`src/rtl/positional_list_engine_assert.svh`:
```
// Assertion macros used by the positional list engine top level.
`ifndef POSITIONAL_LIST_ENGINE_ASSERT_SVH
`define POSITIONAL_LIST_ENGINE_ASSERT_SVH

// Same-cycle implication, disabled while reset is asserted.
`define PLE_ASSERT_IMP(lbl, clk, rstn, ante, cons, msg) \
  lbl: assert property (@(posedge clk) disable iff (!rstn) (ante) |-> (cons)) else $error(msg);

// Next-cycle implication, disabled while reset is asserted.
`define PLE_ASSERT_NXT(lbl, clk, rstn, ante, cons, msg) \
  lbl: assert property (@(posedge clk) disable iff (!rstn) (ante) |=> (cons)) else $error(msg);

`endif

```
`src/rtl/ple_pkg.sv`:
```
// Shared types and constants of the positional list engine.
`timescale 1ns / 1ps

package ple_pkg;

  localparam int POS_W      = 5;
  localparam int IN_KEY_W   = 16;
  localparam int IN_PAY_W   = 32;
  localparam int USER_W     = 2;
  localparam int IN_DATA_W  = 56;
  localparam int OUT_DATA_W = 64;

  typedef enum logic [1:0] {
    OP_INSERT = 2'd0,
    OP_DELETE = 2'd1,
    OP_LOCATE = 2'd2,
    OP_GET    = 2'd3
  } op_e;

  typedef enum logic [1:0] {
    ST_OK     = 2'd0,
    ST_BADPOS = 2'd1,
    ST_FULL   = 2'd2,
    ST_NOKEY  = 2'd3
  } status_e;

  // Command broadcast to every cell of the chain.
  typedef enum logic [1:0] {
    CELL_HOLD = 2'd0,
    CELL_ROT  = 2'd1,
    CELL_INS  = 2'd2,
    CELL_DEL  = 2'd3
  } cell_op_e;

endpackage

```
`src/rtl/ple_cell.sv`:
```
// One storage cell of the list chain: holds one entry and trades it with its neighbors.
`timescale 1ns / 1ps

module ple_cell #(
  parameter int IDX = 0,
  parameter int IW  = 4,
  parameter int KW  = 16,
  parameter int PW  = 32
) (
  input  logic               clk_i,
  input  ple_pkg::cell_op_e  op_i,
  input  logic [IW-1:0]      tgt_i,
  input  logic [KW-1:0]      new_key_i,
  input  logic [PW-1:0]      new_pay_i,
  input  logic [KW-1:0]      left_key_i,
  input  logic [PW-1:0]      left_pay_i,
  input  logic [KW-1:0]      right_key_i,
  input  logic [PW-1:0]      right_pay_i,
  output logic [KW-1:0]      key_o,
  output logic [PW-1:0]      pay_o
);
  import ple_pkg::*;

  localparam logic [IW-1:0] Me = IW'(IDX);

  logic [KW-1:0] key_q, key_d;
  logic [PW-1:0] pay_q, pay_d;

  always_comb begin
    key_d = key_q;
    pay_d = pay_q;
    case (op_i)
      CELL_ROT: begin
        key_d = right_key_i;
        pay_d = right_pay_i;
      end
      CELL_INS: begin
        if (Me == tgt_i) begin
          key_d = new_key_i;
          pay_d = new_pay_i;
        end else if (Me > tgt_i) begin
          key_d = left_key_i;
          pay_d = left_pay_i;
        end
      end
      CELL_DEL: begin
        if (Me >= tgt_i) begin
          key_d = right_key_i;
          pay_d = right_pay_i;
        end
      end
      default: begin
      end
    endcase
  end

  always_ff @(posedge clk_i) begin
    key_q <= key_d;
    pay_q <= pay_d;
  end

  assign key_o = key_q;
  assign pay_o = pay_q;

endmodule

```
`src/rtl/positional_list_engine.sv`:
```
// Top level of the positional list engine: stream ports, sequencer and the ring of cells.
`timescale 1ns / 1ps
`include "positional_list_engine_assert.svh"

// The list lives in a ring of DEPTH cells, position p in cell p-1. Insert, and any
// operation rejected for a bad position or a full list, loads its result beat as it
// is accepted: all cells shift at once. Get, delete and locate rotate the ring once
// around through the head cell, which is the only place an entry is read, then load
// the result beat in a finishing state that waits for a free output register; a
// delete closes the gap there. One operation is in progress at a time, and a new input
// beat is taken only when the output register is empty or its result beat leaves
// in the same cycle. Keys and payloads keep their low KEY_BITS and PAYLOAD_BITS bits
// (at most 16 and 32). Stored entries need no clearing after reset.
module positional_list_engine #(
  parameter int DEPTH        = 16,
  parameter int KEY_BITS     = 16,
  parameter int PAYLOAD_BITS = 32
) (
  input  logic                               clk_i,
  input  logic                               rst_ni,
  input  logic                               s_axis_tvalid,
  output logic                               s_axis_tready,
  // position, entry_key, entry_payload, zero fill (lowest bit first)
  input  logic [ple_pkg::IN_DATA_W-1:0]      s_axis_tdata,
  // opcode
  input  logic [ple_pkg::USER_W-1:0]         s_axis_tuser,
  output logic                               m_axis_tvalid,
  input  logic                               m_axis_tready,
  // found_position, out_key, out_payload, list_length, zero fill (lowest bit first)
  output logic [ple_pkg::OUT_DATA_W-1:0]     m_axis_tdata,
  // status
  output logic [ple_pkg::USER_W-1:0]         m_axis_tuser
);
  import ple_pkg::*;

  localparam int KW = (KEY_BITS < IN_KEY_W) ? KEY_BITS : IN_KEY_W;
  localparam int PW = (PAYLOAD_BITS < IN_PAY_W) ? PAYLOAD_BITS : IN_PAY_W;
  localparam int IW = $clog2(DEPTH);
  localparam int CW = $clog2(DEPTH + 1);
  localparam int EW = ((CW > POS_W) ? CW : POS_W) + 1;
  localparam logic [IW-1:0] ScanLast = IW'(DEPTH - 1);
  localparam int FillW = OUT_DATA_W - (3 * POS_W + IN_KEY_W + IN_PAY_W) + POS_W;

  localparam logic [1:0] S_IDLE = 2'd0;
  localparam logic [1:0] S_SCAN = 2'd1;
  localparam logic [1:0] S_FIN  = 2'd2;

  logic [1:0]     state_q, state_d;
  logic [CW-1:0]  count_q, count_d;
  logic           found_q, found_d;
  logic           ovalid_q, ovalid_d;
  op_e            op_q, op_d;
  logic [IW-1:0]  tgt_q, tgt_d;
  logic [IW-1:0]  scan_q, scan_d;
  logic [KW-1:0]  skey_q, skey_d;
  logic [KW-1:0]  hkey_q, hkey_d;
  logic [PW-1:0]  hpay_q, hpay_d;
  logic [POS_W-1:0] fpos_q, fpos_d;
  logic [OUT_DATA_W-1:0] odata_q;
  logic [USER_W-1:0]     ouser_q;

  logic [KW-1:0]  ckey [DEPTH];
  logic [PW-1:0]  cpay [DEPTH];
  cell_op_e       cell_op;
  logic [IW-1:0]  cell_tgt;

  op_e            op_in;
  logic [POS_W-1:0] pos_in;
  logic [KW-1:0]  key_in;
  logic [PW-1:0]  pay_in;
  logic [EW-1:0]  posx, cntx, cntdx;
  logic           in_acc, out_free, ins_full, ins_bad, rd_bad, load;
  status_e        res_status;
  logic [POS_W-1:0] res_found;
  logic [KW-1:0]  res_key;
  logic [PW-1:0]  res_pay;

  assign op_in  = op_e'(s_axis_tuser[1:0]);
  assign pos_in = s_axis_tdata[POS_W-1:0];
  assign key_in = s_axis_tdata[POS_W +: KW];
  assign pay_in = s_axis_tdata[POS_W + IN_KEY_W +: PW];

  assign posx     = EW'(pos_in);
  assign cntx     = EW'(count_q);
  assign cntdx    = EW'(count_d);
  assign ins_full = (cntx == EW'(DEPTH));
  assign ins_bad  = (posx == '0) || (posx > cntx + 1'b1);
  assign rd_bad   = (posx == '0) || (posx > cntx);

  assign out_free      = !ovalid_q || m_axis_tready;
  assign s_axis_tready = (state_q == S_IDLE) && out_free;
  assign in_acc        = s_axis_tvalid && s_axis_tready;

  for (genvar g = 0; g < DEPTH; g++) begin : g_cell
    localparam int L = (g == 0) ? DEPTH - 1 : g - 1;
    localparam int R = (g == DEPTH - 1) ? 0 : g + 1;
    ple_cell #(
      .IDX (g),
      .IW  (IW),
      .KW  (KW),
      .PW  (PW)
    ) u_cell (
      .clk_i       (clk_i),
      .op_i        (cell_op),
      .tgt_i       (cell_tgt),
      .new_key_i   (key_in),
      .new_pay_i   (pay_in),
      .left_key_i  (ckey[L]),
      .left_pay_i  (cpay[L]),
      .right_key_i (ckey[R]),
      .right_pay_i (cpay[R]),
      .key_o       (ckey[g]),
      .pay_o       (cpay[g])
    );
  end

  always_comb begin
    state_d    = state_q;
    count_d    = count_q;
    found_d    = found_q;
    op_d       = op_q;
    tgt_d      = tgt_q;
    scan_d     = scan_q;
    skey_d     = skey_q;
    hkey_d     = hkey_q;
    hpay_d     = hpay_q;
    fpos_d     = fpos_q;
    cell_op    = CELL_HOLD;
    cell_tgt   = tgt_q;
    load       = 1'b0;
    res_status = ST_OK;
    res_found  = '0;
    res_key    = '0;
    res_pay    = '0;
    case (state_q)
      S_IDLE: begin
        if (in_acc) begin
          op_d    = op_in;
          tgt_d   = IW'(posx - 1'b1);
          skey_d  = key_in;
          scan_d  = '0;
          found_d = 1'b0;
          fpos_d  = '0;
          case (op_in)
            OP_INSERT: begin
              load = 1'b1;
              if (ins_full) begin
                res_status = ST_FULL;
              end else if (ins_bad) begin
                res_status = ST_BADPOS;
              end else begin
                cell_op  = CELL_INS;
                cell_tgt = IW'(posx - 1'b1);
                count_d  = CW'(cntx + 1'b1);
              end
            end
            OP_LOCATE: begin
              state_d = S_SCAN;
            end
            default: begin
              if (rd_bad) begin
                load       = 1'b1;
                res_status = ST_BADPOS;
              end else begin
                state_d = S_SCAN;
              end
            end
          endcase
        end
      end
      S_SCAN: begin
        // The head cell holds the entry at position scan_q + 1 in this cycle.
        cell_op = CELL_ROT;
        scan_d  = scan_q + 1'b1;
        if (scan_q == tgt_q) begin
          hkey_d = ckey[0];
          hpay_d = cpay[0];
        end
        if (!found_q && (EW'(scan_q) < cntx) && (ckey[0] == skey_q)) begin
          found_d = 1'b1;
          fpos_d  = POS_W'(EW'(scan_q) + 1'b1);
        end
        if (scan_q == ScanLast) begin
          state_d = S_FIN;
        end
      end
      S_FIN: begin
        if (out_free) begin
          load    = 1'b1;
          state_d = S_IDLE;
          case (op_q)
            OP_LOCATE: begin
              res_status = found_q ? ST_OK : ST_NOKEY;
              res_found  = found_q ? fpos_q : '0;
            end
            OP_DELETE: begin
              res_key  = hkey_q;
              res_pay  = hpay_q;
              cell_op  = CELL_DEL;
              count_d  = CW'(cntx - 1'b1);
            end
            default: begin
              res_key = hkey_q;
              res_pay = hpay_q;
            end
          endcase
        end
      end
      default: begin
        state_d = S_IDLE;
      end
    endcase
  end

  always_comb begin
    ovalid_d = ovalid_q;
    if (load) begin
      ovalid_d = 1'b1;
    end else if (m_axis_tready) begin
      ovalid_d = 1'b0;
    end
  end

  always_ff @(posedge clk_i or negedge rst_ni) begin
    if (!rst_ni) begin
      state_q  <= S_IDLE;
      count_q  <= '0;
      found_q  <= 1'b0;
      ovalid_q <= 1'b0;
    end else begin
      state_q  <= state_d;
      count_q  <= count_d;
      found_q  <= found_d;
      ovalid_q <= ovalid_d;
    end
  end

  always_ff @(posedge clk_i) begin
    op_q   <= op_d;
    tgt_q  <= tgt_d;
    scan_q <= scan_d;
    skey_q <= skey_d;
    hkey_q <= hkey_d;
    hpay_q <= hpay_d;
    fpos_q <= fpos_d;
    if (load) begin
      odata_q <= {{FillW{1'b0}}, cntdx[POS_W-1:0], IN_PAY_W'(res_pay),
                  IN_KEY_W'(res_key), res_found};
      ouser_q <= res_status;
    end
  end

  assign m_axis_tvalid = ovalid_q;
  assign m_axis_tdata  = odata_q;
  assign m_axis_tuser  = ouser_q;

  `PLE_ASSERT_NXT(a_ins_grows, clk_i, rst_ni,
                  in_acc && (op_in == OP_INSERT) && !ins_full && !ins_bad,
                  count_q == $past(count_q) + 1'b1, "insert did not grow the list")
  `PLE_ASSERT_NXT(a_scan_ends, clk_i, rst_ni,
                  (state_q == S_SCAN) && (scan_q == ScanLast), state_q == S_FIN,
                  "rotation did not end after one full turn")
  `PLE_ASSERT_NXT(a_fin_result, clk_i, rst_ni,
                  (state_q == S_FIN) && out_free, (state_q == S_IDLE) && m_axis_tvalid,
                  "finished operation gave no result beat")
  `PLE_ASSERT_IMP(a_len_bound, clk_i, rst_ni, state_q == S_SCAN, cntx <= EW'(DEPTH),
                  "list length above depth during rotation")

endmodule
```
`config.mk`:
```
export PLATFORM = sky130hd
export DESIGN_NAME = positional_list_engine
export DESIGN_NICKNAME = d
export VERILOG_FILES = /design/src/rtl/ple_pkg.sv /design/src/rtl/ple_cell.sv /design/src/rtl/positional_list_engine.sv
export VERILOG_INCLUDE_DIRS = /design/src /design/src/rtl
export SDC_FILE = /design/constraint.sdc
export NUM_CORES = 2
export LEC_CHECK = 0
export BUFFER_PORTS_ARGS = -buffer_cell sky130_fd_sc_hd__buf_2
export CORE_ASPECT_RATIO = 1.75
export CORE_MARGIN = 2
export CORE_UTILIZATION = 47
export CTS_CLUSTER_SIZE = 20
export DETAILED_ROUTE_END_ITERATION = 7
export PLACE_DENSITY = 0.72
export SLEW_MARGIN = 25
export SYNTH_ARGS = -nofsm -noshare
export SYNTH_HDL_FRONTEND = slang
export SYNTH_SLANG_ARGS = --single-unit
export TNS_END_PERCENT = 100
```
`constraint.sdc`:
```
create_clock -name clk_i -period 7.4 [get_ports clk_i]
set_input_delay 1.11 -clock clk_i [delete_from_list [all_inputs] [get_ports clk_i]]
set_output_delay 1.11 -clock clk_i [all_outputs]
set_load 0.01 [all_outputs]
```
Word level (Yosys, flattened, before mapping)
Cells that the tools add are included.
{"block": "op_classes", "n_addsub": 5, "multipliers": 0, "div": 0, "magnitude_cmp": 35, "eq_ne": 65, "shifts": 0, "mux": 177, "bitwise": 2, "n_reduce_logical": 39}
{"cell": "$mux W32", "n": 48}
{"cell": "$pmux W32 S3", "n": 16}
{"cell": "$mux W16", "n": 48}
{"cell": "$pmux W16 S3", "n": 16}
{"cell": "$reduce_and A3 Y1", "n": 17}
{"cell": "$ne A3 B1 Y1 const B", "n": 16}
{"cell": "$mux W5", "n": 8}
{"cell": "$eq A4 B4 Y1 const A", "n": 8}
{"cell": "$ge A4 B4 Y1 const A", "n": 8}
{"cell": "$gt A4 B4 Y1 const A", "n": 8}
{"cell": "$ne A2 B1 Y1 const B", "n": 16}
{"cell": "$mux W2", "n": 15}
{"cell": "$mux W4", "n": 6}
{"cell": "$pmux W5 S2", "n": 2}
{"cell": "$eq A16 B16 Y1", "n": 1}
{"cell": "$eq A3 B4 Y1 const A", "n": 4}
{"cell": "$ge A3 B4 Y1 const A", "n": 4}
{"cell": "$gt A3 B4 Y1 const A", "n": 4}
{"cell": "$pmux W2 S2", "n": 3}
{"cell": "$pmux W2 S3", "n": 2}
{"cell": "$eq A2 B2 Y1 const B", "n": 5}
{"cell": "$ne A2 B2 Y1 const B", "n": 5}
{"cell": "$mux W1", "n": 9}
{"cell": "$eq A2 B4 Y1 const A", "n": 2}
{"cell": "33 further kinds", "n": 52}
{"block": "word_totals", "reg_bits": 916, "latch_bits": 0, "ramBits": 0, "rom_bits": 0, "input_bits": 62, "out_inout_bits": 68, "elab_cells": 370, "n_memories": 0}

Logic depth before layout (Yosys ltp)
{"block": "depth", "word_depth": 12, "ltp_mapped": 13}

Modules after synthesis
A second synthesis with hierarchy kept.
{"block": "unflattened", "hier_cells": 3769, "area_unflattened_um2": 45801.4}
{"module": "positional_list_engine", "n_inst": 1, "cells_per_inst": 385, "area_each_um2": 6070.8}
{"module": "ple_cell at g_cell[12].u_cell ...", "n_inst": 2, "cells_per_inst": 212, "area_each_um2": 2506.2}
{"module": "ple_cell at g_cell[3].u_cell ...", "n_inst": 2, "cells_per_inst": 212, "area_each_um2": 2492.4}
{"module": "ple_cell at g_cell[10].u_cell", "n_inst": 1, "cells_per_inst": 213, "area_each_um2": 2507.4}
{"module": "ple_cell at g_cell[6].u_cell", "n_inst": 1, "cells_per_inst": 212, "area_each_um2": 2507.4}
{"module": "ple_cell at g_cell[14].u_cell", "n_inst": 1, "cells_per_inst": 212, "area_each_um2": 2481.1}
{"module": "ple_cell at g_cell[7].u_cell", "n_inst": 1, "cells_per_inst": 211, "area_each_um2": 2481.1}
{"module": "ple_cell at g_cell[2].u_cell", "n_inst": 1, "cells_per_inst": 211, "area_each_um2": 2478.6}
{"module": "ple_cell at g_cell[13].u_cell", "n_inst": 1, "cells_per_inst": 211, "area_each_um2": 2477.4}
{"module": "ple_cell at g_cell[1].u_cell", "n_inst": 1, "cells_per_inst": 211, "area_each_um2": 2476.1}
{"module": "ple_cell at g_cell[11].u_cell", "n_inst": 1, "cells_per_inst": 211, "area_each_um2": 2474.9}
{"module": "ple_cell at g_cell[4].u_cell", "n_inst": 1, "cells_per_inst": 213, "area_each_um2": 2471.1}
{"module": "ple_cell at g_cell[0].u_cell", "n_inst": 1, "cells_per_inst": 210, "area_each_um2": 2464.9}
{"module": "ple_cell at g_cell[8].u_cell", "n_inst": 1, "cells_per_inst": 211, "area_each_um2": 2459.9}
{"module": "ple_cell at g_cell[15].u_cell", "n_inst": 1, "cells_per_inst": 210, "area_each_um2": 2453.6}

Worst setup path after synthesis
No wires, ideal clock.
{"block": "synth_timing", "path_type": "input -> register", "from": "input s_axis_tdata[1] (netlist bit)", "to": "register g_cell[1].u_cell.key_q[0] (enable)", "setup_time_ns": 0.586, "arrival_time_ns": 7.273, "required_time_ns": 6.814, "setup_slack_ns": -0.459, "stages": 8, "n_path_buf": 2, "cell_sequence": "ha_1 nor2b_1 o21bai_1 a31o_2 clkbuf_1 nand2_1 clkbuf_1 o41ai_1"}
{"block": "synth_between", "elab_chain_len": 10, "elab_cells_between_ends": 24, "cone_classes": "add/sub: 1; order compare: 3; eq/ne: 6; mux: 10; reduce/logical: 4"}
{"element": "start: declaration", "line": "positional_list_engine.sv:24", "text": "input logic [ple_pkg::IN_DATA_W-1:0] s_axis_tdata,"}
{"element": "$gt A5 B6 Y1 or $logic_not A6 Y1 (tied branches)", "line": "positional_list_engine.sv:87", "text": "assign ins_bad = (posx == '0) || (posx > cntx + 1'b1);"}
{"element": "$logic_or A1 B1 Y1", "line": "positional_list_engine.sv:87"}
{"element": "$mux W4 or $mux W2 (tied branches)", "line": "positional_list_engine.sv:149", "text": "end else if (ins_bad) begin"}
{"element": "$mux W4 or $mux W2 (tied branches)", "line": "positional_list_engine.sv:147", "text": "if (ins_full) begin"}
{"element": "$mux W4 or $mux W2 (tied branches)", "line": "positional_list_engine.sv:144", "text": "case (op_in)"}
{"element": "$mux W4 or $mux W2 (tied branches)", "line": "positional_list_engine.sv:137", "text": "if (in_acc) begin"}
{"element": "$mux W4 or $pmux W2 S3 (tied branches)", "line": "positional_list_engine.sv:135", "text": "case (state_q)"}
{"element": "$gt A1 B4 Y1 (tied with other cells)", "line": "ple_cell.sv:41", "text": "end else if (Me > tgt_i) begin"}
{"element": "$ne A3 B1 Y1 (no source line) (tied with other cells)"}
{"element": "$reduce_and A3 Y1 (no source line) *"}
{"element": "end signal: assignment", "line": "ple_cell.sv:58", "text": "key_q <= key_d;"}
{"element": "end: declaration", "line": "ple_cell.sv:26", "text": "logic [KW-1:0] key_q, key_d;"}
Mark *: on every way between the ends. The rest lies on a longest branch, timed or not.
A chain may end at the register's enable or synchronous reset.

Final worst setup path
{"block": "layout_timing", "from": "input s_axis_tdata[0] (netlist bit)", "to": "register g_cell[11].u_cell.pay_q[2] (enable)"}
{"block": "layout_between", "elab_chain_len": 10, "elab_cells_between_ends": 24, "cone_classes": "add/sub: 1; order compare: 3; eq/ne: 6; mux: 10; reduce/logical: 4"}
{"element": "$gt A5 B6 Y1 or $logic_not A6 Y1 (tied branches)", "line": "positional_list_engine.sv:87"}
{"element": "$logic_or A1 B1 Y1", "line": "positional_list_engine.sv:87"}
{"element": "$mux W4 or $mux W2 (tied branches)", "line": "positional_list_engine.sv:149"}
{"element": "$mux W4 or $mux W2 (tied branches)", "line": "positional_list_engine.sv:147"}
{"element": "$mux W4 or $mux W2 (tied branches)", "line": "positional_list_engine.sv:144"}
{"element": "$mux W4 or $mux W2 (tied branches)", "line": "positional_list_engine.sv:137"}
{"element": "$mux W4 or $pmux W2 S3 (tied branches)", "line": "positional_list_engine.sv:135"}
{"element": "$gt A4 B4 Y1 (tied with other cells)", "line": "ple_cell.sv:41"}
{"element": "$ne A3 B1 Y1 (no source line) (tied with other cells)"}
{"element": "$reduce_and A3 Y1 (no source line) *"}
{"element": "end signal: assignment", "line": "ple_cell.sv:59", "text": "pay_q <= pay_d;"}
{"element": "end: declaration", "line": "ple_cell.sv:27", "text": "logic [PW-1:0] pay_q, pay_d;"}
Marks and branches as above.

==> out/results.tsv <==
metric	value	unit
M1 WL	52100	um
R2R Path End	g_cell[11].u_cell.pay_o[2]	
Worst setup endpoint	g_cell[11].u_cell.pay_o[2]	
die area	0.102	mm^2
CTS clk-pin slew, worst paths	0.07	ns
critical-path cell list	buf_2, inv_1, ha_1, nor4b_2, or3_4, or3_4, and3_2, buf_4	
Syn Inst Count	4116	
met3 routed WL	14800	um
Placer Congestion	0.842	
final-layout fill cell count	8564	
status	complete, no violations	
fin crit period	5.22	ns
Levels on crit path	8	
synthesized area	0.0467	mm^2
Post-route DRC	0	
WL/cell	26.7	um
Yosys reg bits	916	
Worst Max-Slew Pin Slew	1.17	ns
CP Launch Type	input port	
DIE WIDTH	242	um
VDD IR max	314	uV
root buffer cell	clkbuf_16	
Cell Rows	153	
Worst Setup SP	s_axis_tdata[0]	
Ys Warns	0	
Power Total	0.0215	W
final worst clock skew	0.0267	ns
reg2reg start	count_q[0]	
CTS tree	yes	
Slowest-stage cell, CP	or3_4	
Leak	19.3	nW
CP bufs+invs	3	
Final Hold Slack	0.281	ns
Core Box Area	0.0990	mm^2
ANT nets after route	0	
R2R depth	10	
fin crit share	0.705	
PortBufs	120	
DPL Wire Length	73100	um
worst-path maximum fanout	69	
most frequent cells in the layout	1308 x o21ai_0, 907 x edfxtp_1, 576 x mux2i_1, 159 x a21oi_1, 120 x buf_2	
ys flop type	edfxtp_1	
CP required	7.73	ns
GRT Resource Usage Total	0.269	
reg-to-reg slack, setup	2.45	ns
Final Slew Violations	0	
register area share after synthesis	0.588	
height of the die	421	um
setup violators final	0	
Rel. slew slack	0.219	
initial antenna violation count	10	
layout cell share with drive strength beyond 1	0.0914	
total CTS buffers	82	
first-pass GRT wire length	212000	um
Hold WC Path Type	in2async	
highest routed metal layer	met5	
Layout Cells excl Fill	5339	
commonest non-fill, non-tap cell in the layout	o21ai_0	
CP delay by family, top	simple AND/OR/NAND/NOR gates	
cell mode on critical path	or3_4	
Fin. Hold Viols	0	
Power Density	422	mW/mm^2
maxcap violations	0	
Cell variety after synth	62	
# clock sinks	916	
met2 WL	68100	um
P&R area growth vs syn	8.99	%
Starting DRT DRC Count	5388	
setup TNS	0	ns
Nets	4035	
drt total wl	142000	um
I/O Pins	130	
number of synthesized flops with an enable pin	907	
Initial Util	0.472	
cts hold-fix bufs	0	
TritonRoute pass-1 iters	6	
post-CTS setup buffers	0	
RSZ-0062 raised after global routing	false	
post-cts sizing count	0	
CTS max path bufs	3	
Syn Area/Cell	11.4	um^2
CP Class	in2reg	
FMAX	192	MHz
Max H-tree Level	3	
Via density	6.64	
placed inst area	0.0483	mm^2
Worst Path Arrival	5.54	ns
CP max stage delay	0.99	ns
async set or reset register ratio after synthesis	0.00983	
crit path capture type	flop	
Remaining Overflow, GRT	0	
design area	0.0509	mm^2
largest net degree at the start of global routing	264	
vias in the first global route	34206	
later-pin clock latency in the skew report	0.69	ns
Inst Count DP	5188	
Via Count	35475	
[power breakdown]
group | internal, W | switching (W) | total [W]
sequential | 0.00949 | 0.00138 | 0.0109
clock | 0.00241 | 0.00202 | 0.00443
combinational | 0.00193 | 0.00427 | 0.00620
total | 0.0138 | 0.00766 | 0.0215
[cell type report]
| class | instances | area (um^2) | share of cell area |
|---|---|---|---|
| Antenna cell | 5 | 12.5 | 0.000246 |
| Clock buffer | 99 | 2210 | 0.0434 |
| Clock inverter | 47 | 440 | 0.00865 |
| Inverter | 68 | 255 | 0.00501 |
| Multi-Input combinational cell | 2695 | 17600 | 0.346 |
| Sequential cell | 916 | 27500 | 0.539 |
| Tap cell | 1317 | 1650 | 0.0324 |
| Timing Repair Buffer | 192 | 1260 | 0.0248 |
[synthesized netlist by cell type, types with 4 or more instances]
cell type | instances | area share
o21ai_0 | 1313 | 0.14
a31oi_1 | 49 | 0.0066
ha_1 | 18 | 0.0048
a21oi_1 | 159 | 0.017
xnor2_1 | 23 | 0.0043
inv_1 | 63 | 0.0051
clkbuf_1 | 360 | 0.029
buf_4 | 13 | 0.0021
nor3_1 | 13 | 0.0014
mux2i_1 | 576 | 0.12
nand3_1 | 68 | 0.0073
buf_2 | 55 | 0.0059
buf_1 | 11 | 0.00088
o2bb2ai_1 | 48 | 0.0090
nand4_1 | 9 | 0.0012
o22ai_1 | 4 | 0.00054
nor2b_1 | 5 | 0.00067
a22oi_1 | 4 | 0.00064
and2_1 | 54 | 0.0072
nand2b_1 | 9 | 0.0012
a211oi_1 | 51 | 0.0082
dfrtp_1 | 9 | 0.0048
nor4_1 | 5 | 0.00067
nand2_1 | 112 | 0.0090
o311ai_1 | 39 | 0.0073
o211ai_1 | 4 | 0.00064
nor2_1 | 71 | 0.0057
or3_1 | 4 | 0.00054
edfxtp_1 | 907 | 0.58
o311ai_0 | 11 | 0.0021
[stage by stage]
| step | util | setup WS (ns) |
|---|---|---|
| finish | 0.514 | 2.18 |
| global route | 0.514 | 2.05 |
| CTS | 0.514 | 2.34 |
| detailed placement | 0.488 | 1.63 |
| global placement | 0.487 | 1.67 |
| floorplan | - | 0.228 |
[how the worst min path moves through the flow]
stage | slack, ns | startpoint | cells after the start | to
3_5_place_dp | 0.47 | g_cell[0].u_cell.pay_o[16] | 0 | hpay_q[16]
4_1_cts | 0.26 | rst_ni | 1 | found_q
6_report | 0.28 | rst_ni | 1 | found_q
2_1_floorplan | 0.44 | g_cell[0].u_cell.pay_o[0] | 0 | hpay_q[0]
5_1_grt | 0.29 | rst_ni | 1 | found_q
3_3_place_gp | 0.47 | g_cell[0].u_cell.pay_o[15] | 0 | hpay_q[15]
[state kept, by name (all words and copies together), names as in the netlist]
signal,count
g_cell.u_cell.pay_o,512
g_cell.u_cell.key_o,256
m_axis_tdata,58
hpay_q,32
hkey_q,16
skey_q,16
count_q,5
fpos_q,5
scan_q,4
tgt_q,4
m_axis_tuser,2
op_q,2
state_q,2
found_q,1
m_axis_tvalid,1
[cells by family after synthesis]
| kind of cell | count (synthesis) | share of synthesized area |
|---|---|---|
| buf+inv | 510 | 0.0438 |
| mux | 576 | 0.123 |
| other cells | 1 | 0.0000803 |
| simple gates | 364 | 0.0380 |
| flops | 916 | 0.588 |
| compound gates | 1704 | 0.197 |
| fa+ha+maj | 18 | 0.00482 |
| xor+xnor | 27 | 0.00522 |
[routing by layer]
layer,vias up,global-route usage
li1,15289,-
met1,17452,0.346
met3,463,0.0461
met2,2267,0.441
met5,-,0
met4,4,0.132
No activity file was read; power rests on OpenSTA's default activity.
